[src/hw/rtl/psd_pkg.sv]
package psd_pkg;

   localparam int COORD_WIDTH_DEFAULT = 32;
   localparam int FRAC_BITS_DEFAULT   = 16;
   localparam int QUEUE_DEPTH         = 4;
   localparam int CSR_INDEX_WIDTH     = 2;

   typedef enum logic [CSR_INDEX_WIDTH-1:0] {
      CSR_PERIODIC_YZ   = 2'd0,
      CSR_CELL_LENGTH_Y = 2'd1,
      CSR_CELL_LENGTH_Z = 2'd2
   } csr_index_type;

   typedef struct packed {
      logic full;
      logic empty;
   } queue_status_type;

endpackage

[src/hw/rtl/psd_front.sv]
module psd_front #(
   parameter int COORD_WIDTH = psd_pkg::COORD_WIDTH_DEFAULT
) (
   input  logic                         clock,
   input  logic                         reset,
   input  logic                         req_valid,
   output logic                         req_ready,
   input  logic signed [COORD_WIDTH-1:0] req_first_x,
   input  logic signed [COORD_WIDTH-1:0] req_first_y,
   input  logic signed [COORD_WIDTH-1:0] req_first_z,
   input  logic signed [COORD_WIDTH-1:0] req_second_x,
   input  logic signed [COORD_WIDTH-1:0] req_second_y,
   input  logic signed [COORD_WIDTH-1:0] req_second_z,
   input  psd_pkg::queue_status_type    status,
   output logic                         push,
   output logic [3*(COORD_WIDTH+1)-1:0] push_data
);

   localparam int MW = COORD_WIDTH + 1;

   function automatic logic [MW-1:0] magnitude(input logic [COORD_WIDTH-1:0] a,
                                               input logic [COORD_WIDTH-1:0] b);
      logic [MW-1:0] d;
      d = {a[COORD_WIDTH-1], a} - {b[COORD_WIDTH-1], b};
      return d[MW-1] ? (~d + MW'(1)) : d;
   endfunction

   logic               valid_ff, valid_in;
   logic [3*MW-1:0]    data_ff, data_in;
   logic               accept;

   assign push      = valid_ff && !status.full;
   assign req_ready = !valid_ff || !status.full;
   assign accept    = req_valid && req_ready;
   assign push_data = data_ff;

   always_comb begin
      valid_in = valid_ff;
      data_in  = data_ff;
      if (push) begin
         valid_in = 1'b0;
      end
      if (accept) begin
         valid_in = 1'b1;
         data_in  = {magnitude(req_first_x, req_second_x),
                     magnitude(req_first_y, req_second_y),
                     magnitude(req_first_z, req_second_z)};
      end
   end

   always_ff @(posedge clock) begin
      if (reset) begin
         valid_ff <= 1'b0;
      end else begin
         valid_ff <= valid_in;
      end
      data_ff <= data_in;
   end

endmodule

[config.mk]
export PLATFORM = sky130hd
export DESIGN_NAME = psd_front
export DESIGN_NICKNAME = d
export VERILOG_FILES = /design/src/hw/rtl/psd_pkg.sv /design/src/hw/rtl/psd_front.sv
export SDC_FILE = /design/constraint.sdc
export NUM_CORES = 1
export LEC_CHECK = 0
export ABC_AREA = 1
export BUFFER_PORTS_ARGS = -buffer_cell sky130_fd_sc_hd__buf_2
export CORE_UTILIZATION = 52
export CTS_CLUSTER_DIAMETER = 100
export DETAILED_ROUTE_END_ITERATION = 8
export PLACE_DENSITY_LB_ADDON = 0.12
export SLEW_MARGIN = 20
export SYNTH_ARGS = -nofsm -noshare
export SYNTH_HDL_FRONTEND = slang
export SYNTH_SLANG_ARGS = --single-unit
[constraint.sdc]
create_clock -name clock -period 6.2 [get_ports clock]
set_input_delay 0.62 -clock clock [delete_from_list [all_inputs] [get_ports clock]]
set_output_delay 0.62 -clock clock [all_outputs]
set_load 0.02 [all_outputs]
==> reports/metrics.yaml <==
postCtsSetupBuffers: 0
cellPowerDensity_mw_per_mm2: 200
status: "finished, final reports clean"
die_h_um: 168
hold_class: "in2reg"
yosys.area.top_type: "nand2_1"
drt-initial-drc-count: 1114
finalSetupViolCount: 0
async_flop_share: 0
peakVddDrop_v: 0.000122
arrival_ps: 4000
clk_pin_slew_worst_paths_ps: 90
synth_edf_count: 99
antenna_found_initial: 0
syn_avg_cell_area_um2: 5.61
nets: 3145
overflow: 0
synth-simple-area-share: 0.461
clk_latency_ps: 360
max_slew.worst_pin.slew_ps: 1090
pin_count: 298
synthMuxAreaShare: 0
layout-drive-gt1-share: 0.135
path_max_fanout: 32
drv_slew: 0
slew_headroom: 0.273
p_leak_uw: 0.0100
synth_xor_area_frac: 0.0454
die_area_mm2: 0.0281
start_kind: "input port"
syn_inst: 2545
busiest_layer: "met2"
rsz0062_at_grt: "no"
synth_fa_ha_area_frac: 0.0909
yosysSeqAreaShare: 0.209
period_share: 0.611
postCtsHoldBufs: 0
setup_tns_ps: 0
port_buffers: 296
critical_path_required_ps: 6410
hold_violations: 0
skew_ps: 22.3
use_met1: 0.369
yosysTopAreaCellShare: 0.275
drc: 0
numCtsBuffers: 9
dr.pass1.iters: 6
synth_nets: 2844
syn_area_mm2: 0.0143
ctsResizeCount: 0
ys.flop_type: "edfxtp_1"
ys_warn_count: 0
htreeDepth: 3
ctsRootBufferMaster: "clkbuf_16"
antenna_cells: 0
cap_violations: 0
dpl_worst_slack_ps: 2060
hpwl_um: 35600
worst-setup-path-type: "in2reg"
use_met3: 0.0210
initial_utilization: 0.530
ys_types: 36
place_congestion: 0.997
num_vias: 16000
viasPerCell: 5.01
use_met2: 0.517
clock_path_buffers: 2
core.rowCount: 60
ant_nets: 0
track_usage: 0.291
yosys-top-cells-area: "nand2_1, edfxtp_1, inv_1"
core_area_mm2: 0.0270
critPathCaptureType: "register"
routed_wirelength_um: 41000
syn_to_final_growth_pct: 15.3
wl_per_cell_um: 12.9
synth_compound_area_frac: 0.0401
clock-sinks: 100
grt_max_degree: 49
synth_top_family_by_area: "simple AND/OR/NAND/NOR gates"
cts_tree: "done"
grt_pass1_vias: 14200
grt_pass1_wl_um: 66400
finalCriticalPeriod_ps: 3790
die_w_um: 168
synth_seq_cells: 100
clock.fmax_mhz: 264
fin_ws_ps: 2410
[cells in the mapped netlist (7+ instances only)]
cell type	n
nand2_1	1047
inv_1	559
nor2_1	229
nand3_1	187
edfxtp_1	99
ha_1	99
a21oi_1	63
xor2_1	57
nand4_1	26
nor3_1	24
nand2_2	22
nand3b_1	19
nor2_2	14
o21ai_0	14
xnor2_1	14
and2_1	9
inv_2	9
nand3_2	8
o21ai_2	8
o21ai_1	7
[worst paths after layout]
kind	startpoint	to	slack [ps]	cells past startpoint
hold reg to reg	valid_ff	valid_ff	550	2
setup / recovery	req_first_y[0]	push_data[65]	2410	19
hold / removal	reset	valid_ff	390	2
setup reg to reg	valid_ff	push_data[18]	4030	2
[power breakdown]
part | switching (uW) | internal [uW]
logic | 1160 | 559
clock network | 272 | 332
registers | 42.3 | 928
[kinds of logic after synthesis]
| group | after synthesis |
|---|---|
| compound gates | 102 |
| buf+inv | 576 |
| xor+xnor | 72 |
| fa+ha+maj | 102 |
| flops | 100 |
| simple gates | 1593 |
[layout make-up]
class	count	area, um2
Fill cell	2772	10500
Multi-Input combinational cell	1869	9120
Sequential cell	100	2990
Inverter	568	2130
Timing Repair Buffer	298	1500
Tap cell	341	427
Clock buffer	10	239
Clock inverter	6	75.1
[sequential cells by signal (all words and copies together) (netlist names)]
signal,count
valid_ff,1
push_data,99
[worst max-delay path: stages]
cell     delay (ps)
buf_2            70
inv_1            30
ha_1            210
fa_1            410
inv_1           110
nand3_1          90
nand2_1         150
nand2_1          80
nand2_2         120
nand2_1         110
nand3_1         160
nand2_1          90
nand2_1          60
nand2_1          50
nand2_1         780
inv_1           380
nor3_1          220
nand4_1         110
nor2_1          110
[routing by layer]
metal	vias up	share of wire
li1	8328	-
met1	7059	0.44
met2	546	0.47
met3	68	0.052
met4	0	0.029
met5	-	0
[layout by cell type (no fill, tap or decap), types with 14 or more instances in the layout]
master / n
nand2_1: 1047
inv_1: 559
buf_2: 296
nor2_1: 229
nand3_1: 187
ha_1: 99
edfxtp_1: 99
a21oi_1: 62
xor2_1: 57
nand4_1: 26
nor3_1: 24
nand2_2: 22
nand3b_1: 19
o21ai_0: 14
nor2_2: 14
xnor2_1: 14
[per-stage QoR]
stage / instance area (um2) / total power, uW / std cells / hold slack, ps / utilization
after CTS: 16500 / 3300 / 3192 / 382 / 0.611
after floorplan: 14300 / 2210 / 2545 / 603 / -
after global routing: 16500 / 3550 / 3192 / 378 / 0.611
after global placement: 16200 / 2670 / 3176 / 498 / 0.600
after detailed placement: 16200 / 2700 / 3176 / 536 / 0.600
final: 16500 / 3300 / 3192 / 392 / 0.611
Note: power is estimated with default switching activity, not from simulation.
