===== config.mk =====
export PLATFORM = sky130hd
export DESIGN_NAME = psd_queue
export DESIGN_NICKNAME = d
export VERILOG_FILES = /design/src/hw/rtl/psd_pkg.sv /design/src/hw/rtl/psd_queue.sv
export SDC_FILE = /design/constraint.sdc
export NUM_CORES = 1
export LEC_CHECK = 0
export ABC_AREA = 1
export BUFFER_PORTS_ARGS = -buffer_cell sky130_fd_sc_hd__buf_2
export CAP_MARGIN = 0
export CORE_ASPECT_RATIO = 1.4
export CORE_MARGIN = 5
export CORE_UTILIZATION = 40
export DETAILED_ROUTE_END_ITERATION = 7
export PLACE_DENSITY = 0.73
export SLEW_MARGIN = 20
export SYNTH_ARGS = -nofsm -noshare
export SYNTH_HDL_FRONTEND = slang
export SYNTH_SLANG_ARGS = --single-unit

===== constraint.sdc =====
create_clock -name clock -period 2.8 [get_ports clock]
set_clock_uncertainty 0.1 [all_clocks]
set_input_delay 0.14 -clock clock [delete_from_list [all_inputs] [get_ports clock]]
set_output_delay 0.14 -clock clock [all_outputs]
set_load 0.03 [all_outputs]

===== src/hw/rtl/psd_pkg.sv =====
package psd_pkg;

   localparam int COORD_WIDTH_DEFAULT = 32;
   localparam int FRAC_BITS_DEFAULT   = 16;
   localparam int QUEUE_DEPTH         = 4;
   localparam int CSR_INDEX_WIDTH     = 2;

   typedef enum logic [CSR_INDEX_WIDTH-1:0] {
      CSR_PERIODIC_YZ   = 2'd0,
      CSR_CELL_LENGTH_Y = 2'd1,
      CSR_CELL_LENGTH_Z = 2'd2
   } csr_index_type;

   typedef struct packed {
      logic full;
      logic empty;
   } queue_status_type;

endpackage


===== src/hw/rtl/psd_queue.sv =====
module psd_queue #(
   parameter int WIDTH = 99,
   parameter int DEPTH = psd_pkg::QUEUE_DEPTH
) (
   input  logic                      clock,
   input  logic                      reset,
   input  logic                      push,
   input  logic [WIDTH-1:0]          push_data,
   input  logic                      pop,
   output logic [WIDTH-1:0]          pop_data,
   output psd_pkg::queue_status_type status
);

   localparam int PW = (DEPTH > 1) ? $clog2(DEPTH) : 1;
   localparam int CW = $clog2(DEPTH + 1);

   logic [WIDTH-1:0] mem [DEPTH];
   logic [PW-1:0]    wr_ptr_ff, rd_ptr_ff;
   logic [CW-1:0]    count_ff;

   assign status.full  = (count_ff == CW'(DEPTH));
   assign status.empty = (count_ff == '0);
   assign pop_data     = mem[rd_ptr_ff];

   always_ff @(posedge clock) begin
      if (reset) begin
         wr_ptr_ff <= '0;
         rd_ptr_ff <= '0;
         count_ff  <= '0;
      end else begin
         if (push) begin
            wr_ptr_ff <= (wr_ptr_ff == PW'(DEPTH - 1)) ? '0 : wr_ptr_ff + PW'(1);
         end
         if (pop) begin
            rd_ptr_ff <= (rd_ptr_ff == PW'(DEPTH - 1)) ? '0 : rd_ptr_ff + PW'(1);
         end
         if (push && !pop) begin
            count_ff <= count_ff + CW'(1);
         end else if (pop && !push) begin
            count_ff <= count_ff - CW'(1);
         end
      end
      if (push) begin
         mem[wr_ptr_ff] <= push_data;
      end
   end

   a_no_overflow : assert property (@(posedge clock) disable iff (reset)
      push |-> !status.full || pop) else $error("queue push while full");
   a_no_underflow : assert property (@(posedge clock) disable iff (reset)
      pop |-> !status.empty) else $error("queue pop while empty");
   a_count_step : assert property (@(posedge clock) disable iff (reset)
      (push && !pop) |=> count_ff == $past(count_ff) + CW'(1))
      else $error("queue count did not advance on push");

endmodule


==> impl_metrics.py <==
metrics = {
    "run_status": {
        "status": "finished, final reports clean",
    },
    "grt": {
        "use_met1": 0.198,
        "use_met2": 0.271,
        "met3_usage": 0.0324,
        "antenna_found_initial": 2,
        "track_usage": 0.157,
        "grt_pass1_vias": 9485,
        "grt-ovfl-total": 0,
        "grt_max_degree": 199,
        "grt_busiest_layer": "met2",
        "grt_pass1_wl_um": 51500,
    },
    "synthesis": {
        "synth_ff_type": "edfxtp_1",
        "async_flop_share": 0,
        "syn_nets": 1126,
        "netlist_top_cells_count": "edfxtp_1 (396), nor2_1 (206), o21ai_0 (178)",
        "synth_most_common_cell": "edfxtp_1",
        "synth_edf_count": 396,
        "synth_cells": 1016,
        "yosys.area.top_type": "edfxtp_1",
        "ys_types": 22,
        "ys.warnings.count": 0,
        "synth.avg_cell_area_um2": 14.9,
        "ys_seq_elements": 405,
        "synth_top_area_frac": 0.788,
        "synth_area_leaders": "edfxtp_1 (79%), o21ai_0 (5.9%), nor2_1 (5.1%), o22ai_1 (4.1%), dfxtp_1 (1.2%)",
        "seq_area_frac_synth": 0.800,
        "syn_area_um2": 15100,
    },
    "layout": {
        "stdcell_count": 1810,
        "regArea_um2": 12100,
        "fillCellCount": 3059,
        "area_growth_pct": 24.6,
        "drive_gt1_frac": 0.210,
        "nNetsFinal": 1421,
        "multi_input_area_um2": 2580,
    },
    "setup_path": {
        "startpoint_type": "register",
        "endpoint_kind": "primary output",
        "arrival_ns": 2.40,
        "critPathKind": "register to primary output",
        "crit_fanout": 198,
        "crit_required_ns": 2.56,
    },
    "sta": {
        "finalSetupViolCount": 0,
        "timing.slew.headroom": 0.410,
        "hold_viol_final": 0,
        "tightest_slew_ns": 0.885,
        "finalSetupTns_ns": 0,
        "clock.fmax_mhz": 379,
        "fin_crit_ns": 2.64,
        "finalCritPeriodShare": 0.942,
        "fin_hold_ws_ns": 0.253,
        "rsz0062_at_grt": "false",
        "layout_setup_ws_ns": 0.162,
        "slew_viol_final": 0,
    },
    "placed_design": {
        "port_buffers": 203,
        "dp_cells": 1643,
        "place_ws_ns": 0.721,
        "globalplace.congestion": 0.738,
        "dp_hpwl_um": 18900,
    },
    "cts": {
        "cts_buffer_depth": 3,
        "htreeDepth": 2,
        "clkLatencyLatePin_ns": 0.53,
        "clk_pin_slew_ns": 0.07,
        "cts_buffers": 36,
        "clock_sinks": 405,
        "cts_root_buf": "clkbuf_16",
        "cts_tree": "done",
    },
    "detailed_routing": {
        "ant_nets": 0,
        "routedWlPerCell_um": 18.8,
        "drt-total-wl_um": 34100,
        "vias_per_cell": 5.18,
        "drt_iter0_drc": 643,
        "vias": 9381,
        "post-route-drc-count": 0,
        "drt-pass1-iter-count": 5,
    },
    "flow_run": {
        "max-cap-violations": 0,
    },
    "floorplan": {
        "fp.dieW_um": 174,
        "dieArea_um2": 41800,
        "die_y_um": 240,
        "core_um2": 37400,
        "pin_count": 204,
        "row_count": 84,
        "start_util": 0.403,
    },
    "worst_hold_path": {
        "hp-class": "input pin to register",
    },
    "pwr": {
        "p_leak_uw": 0.00658,
        "p_per_area_nw_per_um2": 727,
        "max-vdd-ir-drop_uv": 318,
    },
}
-- placed cells by master, fill, tap and decap left out, types with 5 or more instances in the layout --
master	netlist	layout
edfxtp_1	396	396
nor2_1	206	206
buf_2	5	203
o21ai_0	178	178
dlygate4sd3_1	0	103
o22ai_1	99	99
clkbuf_16	0	37
o21ai_1	23	23
inv_1	14	10
nand2_1	8	8
buf_12	1	8
dfxtp_1	9	7
ha_1	6	6
clkinv_2	0	6
buf_4	7	6
clkinvlp_4	0	5
clkinv_1	0	5
-- final cells by class --
cell class	instances	area share
inverter	16	0.00452
sequential	405	0.642
multi-input combinational	531	0.137
tap	473	0.0315
clock buffer	43	0.0520
timing repair buffer	321	0.121
clock inverter	20	0.0112
antenna	1	0.000133
-- report_power, final --
group / switching (µW) / total (µW) / leakage (µW) / internal (µW)
registers: 61.9 / 6990 / 0.00371 / 6930
logic: 1240 / 1760 / 0.00228 / 519
clock network: 2060 / 4930 / 0.000586 / 2870
-- sequential cells by signal, indices dropped and copies added, names as in the netlist, named ones only --
signal and flops:
count_ff 3, mem 396, rd_ptr_ff 2, wr_ptr_ff 2
-- critical path: stages (launching register included) --
cell and delay [ns]:
dfxtp_4 0.39, buf_16 0.46, o21ai_0 0.23, o22ai_1 0.32
buf_2 0.26
-- path summary, 6_finish.rpt --
path | start | endpoint | slack [ns] | depth (start not counted)
worst min register to register | wr_ptr_ff[1] | wr_ptr_ff[1] | 0.43 | 2
worst min-delay path | reset | count_ff[0] | 0.25 | 3
worst max-delay path | register | pop_data[48] | 0.16 | 4
worst max register to register | wr_ptr_ff[0] | mem[3][91] | 0.78 | 4
-- stage by stage --
| stage | total power, µW | instance area (µm²) | utilization |
|---|---|---|---|
| detailed placement | 8770 | 16600 | 0.443 |
| finish | 13700 | 18800 | 0.503 |
| CTS | 13800 | 18800 | 0.502 |
| global route | 14200 | 18800 | 0.503 |
| floorplan | 8180 | 15100 | - |
| global placement | 8730 | 16600 | 0.443 |
-- metal layers --
| layer | vias up | routed length [µm] |
|---|---|---|
| li1 | 4422 | - |
| met1 | 4558 | 14100 |
| met2 | 333 | 17100 |
| met3 | 66 | 1950 |
| met4 | 2 | 955 |
| met5 | - | 7 |
-- cell families after synthesis --
| logic type | after synthesis | share of synthesized area |
|---|---|---|
| flip-flops | 405 | 0.800 |
| AO/OA/AOI/OAI | 303 | 0.109 |
| AND/OR/NAND/NOR | 220 | 0.0553 |
| buffers and inverters | 80 | 0.0293 |
| adder cells (fa/ha/maj) | 7 | 0.00630 |
| XOR/XNOR | 1 | 0.000580 |
-- what timing repair did --
item / in CTS / in global routing
hold endpoints to repair: 405 / 0
hold buffers: 103 / 0
setup buffers: 0 / 0
resized for setup: 0 / 1
setup endpoints to repair: 0 / 1
No activity file was read; power rests on OpenSTA's default activity.
